[src/rtl/lpdfu_pkg.sv]
`timescale 1ns / 1ps
// ----------------------------------------------------------------------------
// lpdfu_pkg: shared constants and types
// Register indexes, mode codes and default timing values.
// ----------------------------------------------------------------------------
package lpdfu_pkg;
    localparam int ERROR_BLINK_COUNT = 3;
    localparam int ERROR_BLINK_MS    = 100;
    localparam int CFG_ADDR_W        = 3;
    localparam int CFG_DATA_W        = 16;
    localparam int IV_W              = 12;

    localparam logic [CFG_ADDR_W-1:0] REG_HOLD     = 3'd0;
    localparam logic [CFG_ADDR_W-1:0] REG_DEBOUNCE = 3'd1;
    localparam logic [CFG_ADDR_W-1:0] REG_START    = 3'd2;
    localparam logic [CFG_ADDR_W-1:0] REG_END      = 3'd3;
    localparam logic [CFG_ADDR_W-1:0] REG_ACTIVE   = 3'd4;
    localparam logic [CFG_ADDR_W-1:0] REG_UPLOAD   = 3'd5;

    localparam logic [2:0] MODE_IDLE      = 3'd0;
    localparam logic [2:0] MODE_ARMING    = 3'd1;
    localparam logic [2:0] MODE_ACTIVE    = 3'd2;
    localparam logic [2:0] MODE_UPLOADING = 3'd3;
    localparam logic [2:0] MODE_UPLOADED  = 3'd4;

    localparam logic [1:0] EV_NONE    = 2'd0;
    localparam logic [1:0] EV_STARTED = 2'd1;
    localparam logic [1:0] EV_DONE    = 2'd2;
    localparam logic [1:0] EV_STOPPED = 2'd3;

    // handshake between the tick sequencer and the interval unit
    typedef struct packed {
        logic            start;
        logic [15:0]     elapsed;
    } iv_req_t;

    typedef struct packed {
        logic            busy;
        logic            done;
        logic [IV_W-1:0] interval;
    } iv_rsp_t;
endpackage

[src/rtl/lpdfu_interval.sv]
`timescale 1ns / 1ps
// ----------------------------------------------------------------------------
// lpdfu_interval: arming toggle interval unit
// end + (hold-elapsed)^2*(start-end)/hold^2 by bit-serial multiply and
// restoring division, one bit per cycle.
// ----------------------------------------------------------------------------
module lpdfu_interval (
    input  logic                     aclk,
    input  logic                     aresetn,
    input  lpdfu_pkg::iv_req_t       req,
    input  logic [15:0]              hold_ms,
    input  logic [11:0]              start_ms,
    input  logic [11:0]              end_ms,
    output lpdfu_pkg::iv_rsp_t       rsp
);
    typedef enum logic [2:0] {S_IDLE, S_SQ, S_MUL, S_DEN, S_DIV, S_OUT} st_t;

    st_t         st_reg;
    logic [5:0]  cnt_reg;
    logic [15:0] rem_reg;
    logic [11:0] span_reg;
    logic [43:0] num_reg;   // rem^2*span, then quotient shifts in
    logic [31:0] mcand_reg;
    logic [31:0] den_reg;
    logic [32:0] part_reg;  // partial remainder
    logic [11:0] out_reg;
    logic        done_reg;
    logic        sat_reg;

    logic [32:0] trial;
    logic [31:0] qv;
    logic [12:0] sum;

    assign trial = {part_reg[31:0], num_reg[43]} - {1'b0, den_reg};
    assign qv    = num_reg[31:0];
    assign sum   = {1'b0, end_ms} + ((|num_reg[43:12]) ? 13'd0 : {1'b0, num_reg[11:0]});

    always_ff @(posedge aclk) begin
        if (!aresetn) begin
            st_reg   <= S_IDLE;
            done_reg <= 1'b0;
        end else begin
            done_reg <= 1'b0;
            unique case (st_reg)
                S_IDLE: begin
                    if (req.start) begin
                        sat_reg   <= (req.elapsed >= hold_ms);
                        rem_reg   <= hold_ms - req.elapsed;
                        span_reg  <= (start_ms > end_ms) ? start_ms - end_ms : 12'd0;
                        num_reg   <= '0;
                        mcand_reg <= {16'd0, hold_ms - req.elapsed};
                        cnt_reg   <= 6'd0;
                        st_reg    <= S_SQ;
                    end
                end
                S_SQ: begin
                    // rem*rem, one multiplier bit per cycle
                    if (rem_reg[cnt_reg[3:0]])
                        num_reg <= num_reg + {12'd0, mcand_reg};
                    mcand_reg <= mcand_reg << 1;
                    cnt_reg   <= cnt_reg + 6'd1;
                    if (cnt_reg == 6'd15) begin
                        st_reg  <= S_MUL;
                        cnt_reg <= 6'd0;
                    end
                end
                S_MUL: begin
                    // square times span: shift-add over span bits
                    if (cnt_reg == 6'd0) begin
                        mcand_reg <= qv;
                        num_reg   <= '0;
                        cnt_reg   <= 6'd1;
                    end else begin
                        if (span_reg[cnt_reg[3:0] - 4'd1])
                            num_reg <= num_reg + ({12'd0, mcand_reg} << (cnt_reg[3:0] - 4'd1));
                        cnt_reg <= cnt_reg + 6'd1;
                        if (cnt_reg == 6'd12) begin
                            st_reg    <= S_DEN;
                            cnt_reg   <= 6'd0;
                            den_reg   <= '0;
                            mcand_reg <= {16'd0, hold_ms};
                        end
                    end
                end
                S_DEN: begin
                    if (hold_ms[cnt_reg[3:0]])
                        den_reg <= den_reg + mcand_reg;
                    mcand_reg <= mcand_reg << 1;
                    cnt_reg   <= cnt_reg + 6'd1;
                    if (cnt_reg == 6'd15) begin
                        st_reg   <= S_DIV;
                        cnt_reg  <= 6'd0;
                        part_reg <= '0;
                    end
                end
                S_DIV: begin
                    // restoring division, quotient bits enter at the bottom
                    if (!trial[32]) begin
                        part_reg <= trial;
                        num_reg  <= {num_reg[42:0], 1'b1};
                    end else begin
                        part_reg <= {part_reg[31:0], num_reg[43]};
                        num_reg  <= {num_reg[42:0], 1'b0};
                    end
                    cnt_reg <= cnt_reg + 6'd1;
                    if (cnt_reg == 6'd43)
                        st_reg <= S_OUT;
                end
                S_OUT: begin
                    if (sat_reg || den_reg == 32'd0)
                        out_reg <= (end_ms == 12'd0) ? 12'd1 : end_ms;
                    else
                        out_reg <= (sum[11:0] == 12'd0) ? 12'd1 : sum[11:0];
                    done_reg <= 1'b1;
                    st_reg   <= S_IDLE;
                end
                default: st_reg <= S_IDLE;
            endcase
        end
    end

    assign rsp.busy     = (st_reg != S_IDLE);
    assign rsp.done     = done_reg;
    assign rsp.interval = out_reg;
endmodule

[src/rtl/long_press_dfu_arm_indicator.sv]
`timescale 1ns / 1ps
// ----------------------------------------------------------------------------
// long_press_dfu_arm_indicator: long-press arming with LED status
// One word per 1 ms tick in, one status word per tick out.
// ----------------------------------------------------------------------------
// Usage:
//   s_ channel: one word per millisecond tick carrying button_raw,
//   upload_event and entry_refused. m_ channel: one status word per tick
//   (led_on, mode, enter_request, arm_cancelled).
//   cfg_we/cfg_addr/cfg_data write the six timing registers; write only
//   while idle.
//   Sequence: a tick whose arming timer fires mid-hold runs the interval
//   unit (setup, bit-serial squaring, span multiply, denominator and
//   division steps, then an output step) before its status word is
//   registered; every other tick's status word is registered after
//   phase one (T_WAIT) and phase two (T_FINISH). The interval unit's
//   bit-serial loop sets the worst case. One word is processed at a time:
//   the next word is taken only after the previous one is finished.
//   Reset: all state idle, LED off, registers take their defaults.
//   Stall: the result sits in the output register until m_ready; no new
//   input word is taken while an untaken result waits, except in the cycle
//   in which m_ready takes it.
// ----------------------------------------------------------------------------
module long_press_dfu_arm_indicator #(
    parameter int ERR_COUNT = lpdfu_pkg::ERROR_BLINK_COUNT,
    parameter int ERR_MS    = lpdfu_pkg::ERROR_BLINK_MS
) (
    input  logic        aclk,
    input  logic        aresetn,
    input  logic        s_valid,
    output logic        s_ready,
    input  logic        s_button_raw,
    input  logic [1:0]  s_upload_event,
    input  logic        s_entry_refused,
    output logic        m_valid,
    input  logic        m_ready,
    output logic        m_led_on,
    output logic [2:0]  m_mode,
    output logic        m_enter_request,
    output logic        m_arm_cancelled,
    input  logic        cfg_we,
    input  logic [lpdfu_pkg::CFG_ADDR_W-1:0] cfg_addr,
    input  logic [lpdfu_pkg::CFG_DATA_W-1:0] cfg_data
);
    typedef enum logic [1:0] {T_IDLE, T_WAIT, T_FINISH} tst_t;

    // configuration
    logic [15:0] hold_reg;
    logic [7:0]  deb_reg;
    logic [11:0] start_reg, end_reg, act_reg, upl_reg;

    always_ff @(posedge aclk) begin
        if (!aresetn) begin
            hold_reg  <= 16'd3000;
            deb_reg   <= 8'd30;
            start_reg <= 12'd600;
            end_reg   <= 12'd50;
            act_reg   <= 12'd500;
            upl_reg   <= 12'd100;
        end else if (cfg_we) begin
            unique case (cfg_addr)
                lpdfu_pkg::REG_HOLD:     hold_reg  <= cfg_data;
                lpdfu_pkg::REG_DEBOUNCE: deb_reg   <= cfg_data[7:0];
                lpdfu_pkg::REG_START:    start_reg <= cfg_data[11:0];
                lpdfu_pkg::REG_END:      end_reg   <= cfg_data[11:0];
                lpdfu_pkg::REG_ACTIVE:   act_reg   <= cfg_data[11:0];
                lpdfu_pkg::REG_UPLOAD:   upl_reg   <= cfg_data[11:0];
                default: ;
            endcase
        end
    end

    // block state
    tst_t        tst_reg;
    logic [2:0]  mode_reg;
    logic [7:0]  dleft_reg;
    logic        dpend_reg, last_reg;
    logic [15:0] hel_reg;
    logic [11:0] aleft_reg;
    logic        led_reg;
    logic [11:0] bleft_reg, bhalf_reg;
    logic        brun_reg;
    logic [1:0]  bcnt_reg;
    // latched word
    logic        raw_reg, ref_reg;
    logic [1:0]  ev_reg;
    // output register
    logic        mv_reg, mled_reg, mreq_reg, mcan_reg;
    logic [2:0]  mmode_reg;

    lpdfu_pkg::iv_req_t ivq;
    lpdfu_pkg::iv_rsp_t ivr;

    lpdfu_interval u_iv (
        .aclk     (aclk),
        .aresetn  (aresetn),
        .req      (ivq),
        .hold_ms  (hold_reg),
        .start_ms (start_reg),
        .end_ms   (end_reg),
        .rsp      (ivr)
    );

    // phase one: blinker and arming timer; result in the _n signals, stored in T_WAIT
    logic [2:0]  mode_n;
    logic        led_n, brun_n, req_n, can_n, need_iv;
    logic [11:0] bleft_n, bhalf_n, aleft_n;
    logic [1:0]  bcnt_n;
    logic [15:0] hel_n;
    logic [11:0] eb, ab;

    assign eb = (ERR_MS[11:0] == 12'd0) ? 12'd1 : ERR_MS[11:0];
    assign ab = (act_reg == 12'd0) ? 12'd1 : act_reg;

    always_comb begin
        mode_n = mode_reg; led_n = led_reg; brun_n = brun_reg;
        bleft_n = bleft_reg; bhalf_n = bhalf_reg; bcnt_n = bcnt_reg;
        aleft_n = aleft_reg; hel_n = hel_reg;
        req_n = 1'b0; can_n = 1'b0; need_iv = 1'b0;
        if (brun_n) begin
            bleft_n = (bleft_n != 12'd0) ? bleft_n - 12'd1 : 12'd0;
            if (bleft_n == 12'd0) begin
                if (led_n) begin
                    led_n = 1'b0;
                    if (bcnt_n != 2'd0) begin
                        bcnt_n = bcnt_n - 2'd1;
                        if (bcnt_n == 2'd0) begin
                            brun_n = 1'b0; bleft_n = '0;
                        end
                    end
                end else begin
                    led_n = 1'b1;
                end
                if (brun_n) bleft_n = bhalf_n;
            end
        end
        if (aleft_n != 12'd0) begin
            if (hel_n != 16'hFFFF) hel_n = hel_n + 16'd1;
            aleft_n = aleft_n - 12'd1;
            if (aleft_n == 12'd0) begin
                if (!raw_reg) begin
                    mode_n = lpdfu_pkg::MODE_IDLE;
                    brun_n = 1'b0; bleft_n = '0; bcnt_n = '0; led_n = 1'b0;
                    can_n = 1'b1;
                end else if (hel_n >= hold_reg) begin
                    req_n = 1'b1;
                    brun_n = 1'b1; led_n = 1'b1;
                    if (ref_reg) begin
                        mode_n = lpdfu_pkg::MODE_IDLE;
                        bhalf_n = eb; bleft_n = eb; bcnt_n = ERR_COUNT[1:0];
                    end else begin
                        mode_n = lpdfu_pkg::MODE_ACTIVE;
                        bhalf_n = ab; bleft_n = ab; bcnt_n = '0;
                    end
                end else begin
                    led_n = ~led_n;
                    need_iv = 1'b1;
                end
            end
        end
    end

    // phase two: debounce and upload event, on stored state
    logic [2:0]  mode_f;
    logic        led_f, brun_f, last_f, dpend_f, can_f;
    logic [11:0] bleft_f, bhalf_f, aleft_f, ub;
    logic [1:0]  bcnt_f;
    logic [15:0] hel_f;
    logic [7:0]  dleft_f;

    assign ub = (upl_reg == 12'd0) ? 12'd1 : upl_reg;

    always_comb begin
        mode_f = mode_reg; led_f = led_reg; brun_f = brun_reg;
        bleft_f = bleft_reg; bhalf_f = bhalf_reg; bcnt_f = bcnt_reg;
        aleft_f = aleft_reg; hel_f = hel_reg; last_f = last_reg;
        dpend_f = dpend_reg; dleft_f = dleft_reg; can_f = mcan_reg;
        if (raw_reg != last_f) begin
            last_f = raw_reg;
            dleft_f = (deb_reg == 8'd0) ? 8'd1 : deb_reg;
            dpend_f = 1'b1;
        end else if (dpend_f) begin
            dleft_f = (dleft_f != 8'd0) ? dleft_f - 8'd1 : 8'd0;
            if (dleft_f == 8'd0) begin
                dpend_f = 1'b0;
                if (raw_reg) begin
                    if (mode_f == lpdfu_pkg::MODE_IDLE) begin
                        mode_f = lpdfu_pkg::MODE_ARMING;
                        hel_f = '0;
                        brun_f = 1'b0; bleft_f = '0; bcnt_f = '0;
                        led_f = 1'b1;
                        aleft_f = (start_reg == 12'd0) ? 12'd1 : start_reg;
                    end
                end else if (mode_f == lpdfu_pkg::MODE_ARMING) begin
                    mode_f = lpdfu_pkg::MODE_IDLE; aleft_f = '0;
                    brun_f = 1'b0; bleft_f = '0; bcnt_f = '0; led_f = 1'b0;
                    can_f = 1'b1;
                end
            end
        end
        case (ev_reg)
            lpdfu_pkg::EV_STARTED: begin
                if (mode_f == lpdfu_pkg::MODE_ACTIVE) begin
                    mode_f = lpdfu_pkg::MODE_UPLOADING;
                    bhalf_f = ub; bleft_f = ub; bcnt_f = '0;
                    brun_f = 1'b1; led_f = 1'b1;
                end
            end
            lpdfu_pkg::EV_DONE: begin
                mode_f = lpdfu_pkg::MODE_UPLOADED;
                brun_f = 1'b0; bleft_f = '0; bcnt_f = '0; led_f = 1'b1;
            end
            lpdfu_pkg::EV_STOPPED: begin
                if (mode_f == lpdfu_pkg::MODE_UPLOADING) begin
                    mode_f = lpdfu_pkg::MODE_ACTIVE;
                    bhalf_f = ab; bleft_f = ab; bcnt_f = '0;
                    brun_f = 1'b1; led_f = 1'b1;
                end
            end
            default: ;
        endcase
    end

    assign s_ready   = (tst_reg == T_IDLE) && !ivr.busy && (!mv_reg || m_ready);
    assign ivq.start = (tst_reg == T_WAIT) && need_iv;
    assign ivq.elapsed = hel_n;

    always_ff @(posedge aclk) begin
        if (!aresetn) begin
            tst_reg   <= T_IDLE;
            mode_reg  <= lpdfu_pkg::MODE_IDLE;
            dleft_reg <= '0; dpend_reg <= 1'b0; last_reg <= 1'b0;
            hel_reg   <= '0; aleft_reg <= '0; led_reg <= 1'b0;
            bleft_reg <= '0; bhalf_reg <= '0; brun_reg <= 1'b0; bcnt_reg <= '0;
            mv_reg    <= 1'b0;
        end else begin
            if (mv_reg && m_ready) mv_reg <= 1'b0;
            unique case (tst_reg)
                T_IDLE: begin
                    // hold the word, then run phase one next cycle
                    if (s_valid && s_ready) begin
                        raw_reg <= s_button_raw;
                        ev_reg  <= s_upload_event;
                        ref_reg <= s_entry_refused;
                        tst_reg <= T_WAIT;
                    end
                end
                T_WAIT: begin
                    mode_reg <= mode_n; led_reg <= led_n; brun_reg <= brun_n;
                    bleft_reg <= bleft_n; bhalf_reg <= bhalf_n; bcnt_reg <= bcnt_n;
                    aleft_reg <= aleft_n; hel_reg <= hel_n;
                    mreq_reg <= req_n; mcan_reg <= can_n;
                    tst_reg <= T_FINISH;
                end
                T_FINISH: begin
                    // wait for a pending interval, then finish the tick;
                    // a release cancel in this tick drops the new interval
                    if (!ivr.busy) begin
                        mode_reg <= mode_f; led_reg <= led_f; brun_reg <= brun_f;
                        bleft_reg <= bleft_f; bhalf_reg <= bhalf_f;
                        bcnt_reg <= bcnt_f; hel_reg <= hel_f;
                        last_reg <= last_f; dpend_reg <= dpend_f; dleft_reg <= dleft_f;
                        aleft_reg <= (ivr.done && !can_f) ? ivr.interval : aleft_f;
                        mled_reg <= led_f; mmode_reg <= mode_f; mcan_reg <= can_f;
                        mv_reg <= 1'b1;
                        tst_reg <= T_IDLE;
                    end
                end
                default: tst_reg <= T_IDLE;
            endcase
        end
    end

    assign m_valid         = mv_reg;
    assign m_led_on        = mled_reg;
    assign m_mode          = mmode_reg;
    assign m_enter_request = mreq_reg;
    assign m_arm_cancelled = mcan_reg;

`ifndef NO_ASSERTIONS
    // never accept a word while the output still holds an untaken result
    a_no_overrun: assert property (@(posedge aclk) disable iff (!aresetn)
        (s_valid && s_ready) |-> (!mv_reg || m_ready))
        else $error("input accepted over pending result");
    // a result never carries both entry request and cancel
    a_excl: assert property (@(posedge aclk) disable iff (!aresetn)
        m_valid |-> !(m_enter_request && m_arm_cancelled))
        else $error("request and cancel together");
    // interval unit starts only from an idle unit
    a_iv: assert property (@(posedge aclk) disable iff (!aresetn)
        ivq.start |-> !ivr.busy)
        else $error("interval unit restarted while busy");
`endif
endmodule

[config.mk]
export PLATFORM = sky130hd
export DESIGN_NAME = long_press_dfu_arm_indicator
export DESIGN_NICKNAME = d
export VERILOG_FILES = /design/src/rtl/lpdfu_pkg.sv /design/src/rtl/lpdfu_interval.sv /design/src/rtl/long_press_dfu_arm_indicator.sv
export SDC_FILE = /design/constraint.sdc
export NUM_CORES = 1
export LEC_CHECK = 0
export ABC_CLOCK_PERIOD_IN_PS = 9400
export BUFFER_PORTS_ARGS = -buffer_cell sky130_fd_sc_hd__buf_2
export CAP_MARGIN = 10
export CORE_MARGIN = 1.5
export CORE_UTILIZATION = 35
export CTS_CLUSTER_SIZE = 24
export DETAILED_ROUTE_END_ITERATION = 16
export PLACE_DENSITY = 0.59
export SETUP_SLACK_MARGIN = 0.15
export SLEW_MARGIN = 20
export SYNTH_ARGS = -nofsm -noshare
export SYNTH_HDL_FRONTEND = slang
export SYNTH_HIERARCHICAL = 1
export SYNTH_SLANG_ARGS = --single-unit
[constraint.sdc]
create_clock -name aclk -period 9.4 [get_ports aclk]
set_input_delay 1.88 -clock aclk [delete_from_list [all_inputs] [get_ports aclk]]
set_output_delay 1.88 -clock aclk [all_outputs]
set_load 0.03 [all_outputs]
==> metrics.md, run 1 <==
| Metric | Value |
|---|---|
| Synth Instances | 3350 |
| Routed len/inst | 19.5 um |
| Total die area | 83400 um2 |
| CP max stage delay | 1.22 ns |
| CTS tree | built |
| CP endpoint kind | register |
| Post-synthesis cell type count | 118 |
| Worst path required time | 9.71 ns |
| Io pins | 36 |
| Fmax | 170 MHz |
| Clk buf depth | 3 |
| Final setup vio count | 0 |
| Antenna cells | 0 |
| Power per cell area | 158 nW/um2 |
| Nets | approximately 3500 |
| Most Used Layer, Global Route | met2 |
| H-tree Lvls | 2 |
| Register area | 8880 um2 |
| Crit path DAT | 6.20 ns |
| M1 GR Usage | 28.8% |
| Skew-Pair Late Insertion Delay | 0.61 ns |
| Final estimated routing congestion in global placement | 0.924 |
| Post-CTS sizing | 0 |
| Tcrit/Tclk final | 62.6% |
| Fin. Hold Viols | 0 |
| Final slew viol count | 0 |
| Status | finished clean |
| Port bufs | 35 |
| DRT antenna net count | 0 |
| Setup Fix Bufs, Post-CTS | 0 |
| CTS root buffer | clkbuf_16 |
| Crit path kind | reg -> reg |
| Vias in the first global route | 23200 |
| Main flop type after synthesis | edfxtp_1 |
| #FFs+latches synth | between 300 and 400 |
| CTS buffer count | 43 |
| Area contributors post-synth | edfxtp_1, dfxtp_1, ha_1 |
| Worst-Margin Slew | 1.06 ns |
| Initial core utilization | 35.5% |
| Worst path cell trace | clkinv_1 -> ha_2 -> mux2_2 -> o21ai_0 -> nor2_1 -> a21oi_1 -> nor2_1 -> ha_1 -> a21o_1 -> a211o_1 -> o22a_1 -> a211o_1 -> nand2_1 -> o21ai_1 -> a21oi_1 -> o21ai_1 -> xnor2_1 -> o211ai_1 |
| Detailed Place HPWL | 63500 um |
| Global-route wire length before repair | 133000 um |
| # rows | about 100 |
| Rel. slew slack | 28.6% |
| Clock skew | 0.0398 ns |
| Max reg flops | 44 |
| CTS Sinks | 345 |
| GRT met2 Usage | a little under a third |
| Vias | 25200 |
| Area delta synth->final | 8.85% |
| Die H | 289 um |
| Share of layout cells above drive strength 1 | 8.13% |
| Post-synth top area cell | edfxtp_1 |
| Layout filler cell count | 8283 |
| Syn Nets | between 3000 and 4000 |
| Synth warnings | 6 |
| Grt total ovfl | 0 |
| Worst hold path class | reg -> reg |
| Router iterations before antenna repair | 5 |
| Placed cells | 4303 |
| Hold_ws | 0.480 ns |
| Core area | around 81000 um2 |
| Post-synth ARST share | 0% |
| Initial antenna violation count | 1 |
| Most frequent cells after synthesis | nand2_1, nor2_1, a21oi_1 |
| Minimum clock period | around 5.9 ns |
| Final WL | 85600 um |
| Mapped Area | 28600 um2 |
| Final Util | approximately 39% |
| Worst setup SP type | register |
| Max-cap violations | 0 |
| Die W | 289 um |
| Mapped Avg Cell Area | 8.54 um2 |
| Hold_buf cts | 0 |
| DR iter-0 viols | 2161 |
| Post-route DRC | 0 |
| Top-count cell post-synth | nand2_1 |
| Final setup TNS | 0 ns |
| Multi-input gate area in the final layout | 18400 um2 |
| Worst-path clk slew | 0.06 ns |
| Non-Filler Instances | 4383 |
| Post-synth EDFFs | 197 |
| Tot GR Track Use | between 20 and 25% |
| CP max FO | 48 |
| Largest net degree at the start of global routing | between 80 and 90 |
| Top-area cell type share of the netlist area | 20.7% |
| Post-synthesis sequential area ratio | 31.0% |
| Met3 usage | 2.98% |
| Maximum vdd drop | about 0.0002 V |
| Unrepaired setup endpoints after global routing | false |
| Slowest-stage cell, CP | ha_2 |
| Lkg Pwr | 12.2 nW |
| Vias per inst | 5.75 |
## critical path, delay by kind of cell (launching register included)
| kind | cells | cell delay, ns |
|---|---|---|
| AO/OA/AOI/OAI | 10 | 2.28 |
| XOR/XNOR | 1 | 0.18 |
| adder cells (fa/ha/maj) | 2 | 1.61 |
| buffers and inverters | 1 | 0.45 |
| flip-flops | 1 | 0.35 |
| multiplexers | 1 | 0.43 |
| AND/OR/NAND/NOR | 3 | 0.34 |
## per-stage QoR
step | worst slack (ns) | total power [W] | cell area (um2)
final | 3.52 | 0.00491 | 31100
after global routing | 3.11 | 0.00514 | 31100
after CTS | 3.56 | 0.00495 | 31100
after detailed placement | 3.59 | 0.00316 | 29600
after global placement | 3.57 | 0.00316 | 29600
after floorplan | 1.93 | 0.00280 | 28600
## where the power goes
part / total (W) / internal, W / leakage, nW / switching (W)
sequential: 0.00179 / 0.00171 / 3.10 / 0.0000779
combinational: 0.00135 / 0.000540 / 8.33 / 0.000809
clock: 0.00177 / 0.00103 / 0.748 / 0.000739
## cell type report
| class | instances | share of cell area, % |
|---|---|---|
| clock inverter | 26 | 0.985 |
| sequential | 345 | 28.5 |
| tap | 1060 | 4.26 |
| timing repair buffer | 69 | 1.39 |
| multi-input combinational | 2677 | 59.2 |
| clock buffer | 54 | 3.85 |
| inverter | 152 | 1.83 |
## metal layers
layer	routed length (um)	share of wire [%]
met1	40100	47
met2	37800	44
met3	5450	6.4
met4	2280	2.7
met5	0	0
## worst paths after layout
kind / from / to / slack, ns / cells past startpoint
worst max-delay path: u_iv/cnt_reg[0]$_DFFE_PP_ / u_iv/num_reg[42]$_DFFE_PP_ / 3.52 / 18
worst min-delay path: bcnt_reg[0]$_SDFFE_PN0P_ / bcnt_reg[0]$_SDFFE_PN0P_ / 0.48 / 2
worst max register to register: u_iv/cnt_reg[0]$_DFFE_PP_ / u_iv/num_reg[42]$_DFFE_PP_ / 3.52 / 18
worst min register to register: bcnt_reg[0]$_SDFFE_PN0P_ / bcnt_reg[0]$_SDFFE_PN0P_ / 0.48 / 2
## logic make-up (layout without fill, tap and decap cells)
| group | Yosys count | after routing | share of synthesized area, % |
|---|---|---|---|
| and+or+nand+nor | 1153 | 1153 | 19.1 |
| AOI/OAI and AO/OA | 982 | 982 | 23.5 |
| DFF | 345 | 345 | 31.0 |
| buffers and inverters | 328 | 301 | 4.92 |
| adders and majority gates | 212 | 212 | 9.46 |
| xor gates and xnor gates | 195 | 195 | 6.04 |
| muxes | 135 | 135 | 5.96 |
## placed cells by master (no fill, tap or decap), drive strengths merged, types with 45 or more instances in the layout
cell type  synthesis  final
xnor2            108    108
nand3             88     88
mux2i             86     86
a21boi            70     70
dfxtp            148    148
nor2b             45     45
a21o              81     81
a21oi            231    231
inv              151    158
a22oi             46     46
xor2              87     87
ha               205    205
nand2            384    384
o21ai            201    201
edfxtp           197    197
nor3              77     77
clkbuf           141     54
buf               34     69
nor2             294    294
(Power assumes the default switching activity.)
==> inputs of run 2 (changes only) <==
--- a/config.mk
+++ b/config.mk
@@ -5,7 +5,7 @@
 export SDC_FILE = /design/constraint.sdc
 export NUM_CORES = 1
 export LEC_CHECK = 0
-export ABC_CLOCK_PERIOD_IN_PS = 9400
+export ABC_CLOCK_PERIOD_IN_PS = 5800
 export BUFFER_PORTS_ARGS = -buffer_cell sky130_fd_sc_hd__buf_2
 export CAP_MARGIN = 10
 export CORE_MARGIN = 1.5
==> constraint.sdc (replaced) <==
create_clock -name aclk -period 5.8 [get_ports aclk]
set_input_delay 1.16 -clock aclk [delete_from_list [all_inputs] [get_ports aclk]]
set_output_delay 1.16 -clock aclk [all_outputs]
set_load 0.03 [all_outputs]
==> metrics.md, run 2 (synthesis results as in run 1) <==
| Metric | Value |
|---|---|
| CP endpoint | u_iv/cnt_reg[3]$_DFFE_PP_ |
| Final setup vio count | 0 (unchanged) |
| Nets | 3539 (+0.31%) |
| Layout filler cell count | 8198 (-1.0%) |
| Tot GR Track Use | 20.2% (+0.18 points) |
| Worst-path clk slew | 0.06 ns (about the same) |
| Vias in the first global route | 23600 (+1.6%) |
| CTS root buffer | clkbuf_16 |
| H-tree Lvls | 2 (unchanged) |
| Slowest-stage cell, CP | or4_1 |
| Detailed Place HPWL | 63900 um (+0.64%) |
| CP max FO | 10 (-79%) |
| CTS tree | built |
| Max reg flops | 44 (unchanged) |
| Post-route DRC | 0 (unchanged) |
| Minimum clock period | 5.35 ns (-0.532 ns) |
| Initial antenna violation count | 0 (-1) |
| Flop2flop setup slack | 0.45 ns (-3.07 ns) |
| Hold_buf cts | 0 (unchanged) |
| # rows | 104 (unchanged) |
| Crit path DAT | 5.56 ns (-0.64 ns) |
| CTS Sinks | 345 (unchanged) |
| Finished Cell Area | 31300 um2 (+0.44%) |
| Initial core utilization | 35.5% (unchanged) |
| Placed instance area | 29700 um2 (+0.29%) |
| Most frequent cells in the layout | nand2_1, nor2_1, a21oi_1, ha_1, edfxtp_1 |
| R2R Path Start | hel_reg[6]$_SDFFE_PN0P_ |
| Worst-Margin Slew | 1.07 ns (+0.00849 ns) |
| Final Util | 38.8% (+0.17 points) |
| Non-Filler Instances | 4397 (+0.32%) |
| Worst path cell trace | and4_1 -> nand2_1 -> or4_1 -> nand2_1 -> nor2_1 -> xor2_1 -> ha_1 -> a21oi_1 -> o21a_1 -> nor2_1 -> or4b_2 -> nor3_1 -> o21ai_0 -> a21oi_1 |
| Grt total ovfl | 0 (unchanged) |
| Lkg Pwr | 12.2 nW (+0.51%) |
| R2r endpoint | u_iv/cnt_reg[3]$_DFFE_PP_ |
| Setup Fix Bufs, Post-CTS | 0 (unchanged) |
| Worst path required time | 6.01 ns (-3.70 ns) |
| Power after layout | 0.00809 W (+65%) |
| Final WL | 85700 um (+0.12%) |
| Worst setup SP type | register |
| Vias | 25100 (-0.61%) |
| Vias per inst | 5.70 (-0.92%) |
| Placed cells | 4312 (+0.21%) |
| Unrepaired setup endpoints after global routing | false |
| Most common cell after layout, fill and taps aside | nand2_1 |
| Core area | 80700 um2 (unchanged) |
| CP max stage delay | 0.73 ns (-0.49 ns) |
| Largest net degree at the start of global routing | 81 (-3.6%) |
| Maximum vdd drop | 0.000233 V (+16%) |
| Clock skew | 0.0449 ns (+0.00507 ns) |
| DRT antenna net count | 0 (unchanged) |
| DR iter-0 viols | 2215 (+2.5%) |
| CTS buffer count | 45 (+4.7%) |
| Area delta synth->final | 9.33% |
| Skew-Pair Late Insertion Delay | 0.61 ns (about the same) |
| Routed len/inst | 19.5 um (-0.20%) |
| Worst hold path class | reg -> reg |
| Crit path from | hel_reg[6]$_SDFFE_PN0P_ |
| Fin. Hold Viols | 0 (unchanged) |
| Post-CTS sizing | 0 (unchanged) |
| Cells on worst reg2reg path | 14 (-4) |
| Die H | 289 um (unchanged) |
| Power per cell area | 259 nW/um2 (+64%) |
| Status | finished clean |
| Router iterations before antenna repair | 6 (+1) |
| Tcrit/Tclk final | 92.3% (+30 points) |
| Final estimated routing congestion in global placement | 0.906 (-2.0%) |
| Rel. slew slack | 28.4% (-0.19 points) |
| Final setup TNS | 0 ns (unchanged) |
| Max-cap violations | 0 (unchanged) |
| Final slew viol count | 0 (unchanged) |
| Share of layout cells above drive strength 1 | 8.31% (+0.18 points) |
| Crit path kind | reg -> reg |
| CP endpoint kind | register |
| Fmax | 187 MHz (+9.9%) |
| Io pins | 36 (unchanged) |
| Total die area | 83400 um2 (unchanged) |
| Global-route wire length before repair | 135000 um (+1.4%) |
| Die W | 289 um (unchanged) |
| Clk buf depth | 3 (unchanged) |
| Port bufs | 35 (unchanged) |
run 2: changes by cell type in the layout (fill, tap and decap cells not counted), moves of 2 or more:
cell / delta
clkbuf_8: -6
clkbuf_16: +3
clkinv_1: +3
buf_4: +8
clkinv_2: +4
clkinv_4: -4
inv_6: +2
inv_4: -3
diode_2: +2
bufinv_16: +2
clkbuf_1: +2
run 2: cell type report:
class | count | area [um2] | share of cell area, %
diodes | 2 | 5.00 | 0.0160
clock buffers | 53 | 1200 | 3.83
clock inverters | 30 | 353 | 1.13
inverters | 152 | 571 | 1.82
multi-input cells | 2677 | 18400 | 58.9
flip-flops and latches | 345 | 8880 | 28.4
well taps | 1060 | 1330 | 4.24
repair buffers | 78 | 513 | 1.64
run 2: worst max-delay path, delay by kind of cell, from the launching register on:
kind	cells	cell delay (ns)
DFF	1	0.49
AOI/OAI and AO/OA	4	1.41
adders and majority gates	1	0.29
and+or+nand+nor	8	2.60
xor gates and xnor gates	1	0.15
run 2: how the worst min path moves through the flow:
stage | start | to | slack [ns] | cells past startpoint
after detailed placement | act_reg[0]$_SDFFE_PN0P_ | act_reg[0]$_SDFFE_PN0P_ | 0.46 | 2
final | act_reg[0]$_SDFFE_PN0P_ | act_reg[0]$_SDFFE_PN0P_ | 0.47 | 2
after global routing | bhalf_reg[5]$_SDFFE_PN0P_ | bhalf_reg[5]$_SDFFE_PN0P_ | 0.51 | 2
after CTS | act_reg[0]$_SDFFE_PN0P_ | act_reg[0]$_SDFFE_PN0P_ | 0.47 | 2
after global placement | bcnt_reg[0]$_SDFFE_PN0P_ | bcnt_reg[0]$_SDFFE_PN0P_ | 0.46 | 2
after floorplan | bcnt_reg[0]$_SDFFE_PN0P_ | bcnt_reg[0]$_SDFFE_PN0P_ | 0.44 | 2
run 2: report_power, final:
group / switching [W] / internal [W] / leakage, nW
Combinational: 0.00133 / 0.000877 / 8.38
Clock: 0.00121 / 0.00176 / 0.768
Sequential: 0.000129 / 0.00278 / 3.10
run 2: routing by layer:
metal	vias to the layer above	part of all wire, %	track usage (%)
li1	12300	-	-
met1	11900	48	29.7
met2	790	44	31.5
met3	113	5.9	2.47
met4	0	1.9	4.57
met5	-	0	0
run 2: metrics by stage:
| stage | hold WS [ns] | worst slack (ns) |
|---|---|---|
| finish | 0.469 | 0.449 |
| floorplan | 0.442 | 0.192 |
| global placement | 0.460 | 0.603 |
| CTS | 0.472 | 0.436 |
| detailed placement | 0.462 | 0.508 |
| global route | 0.508 | 0.159 |
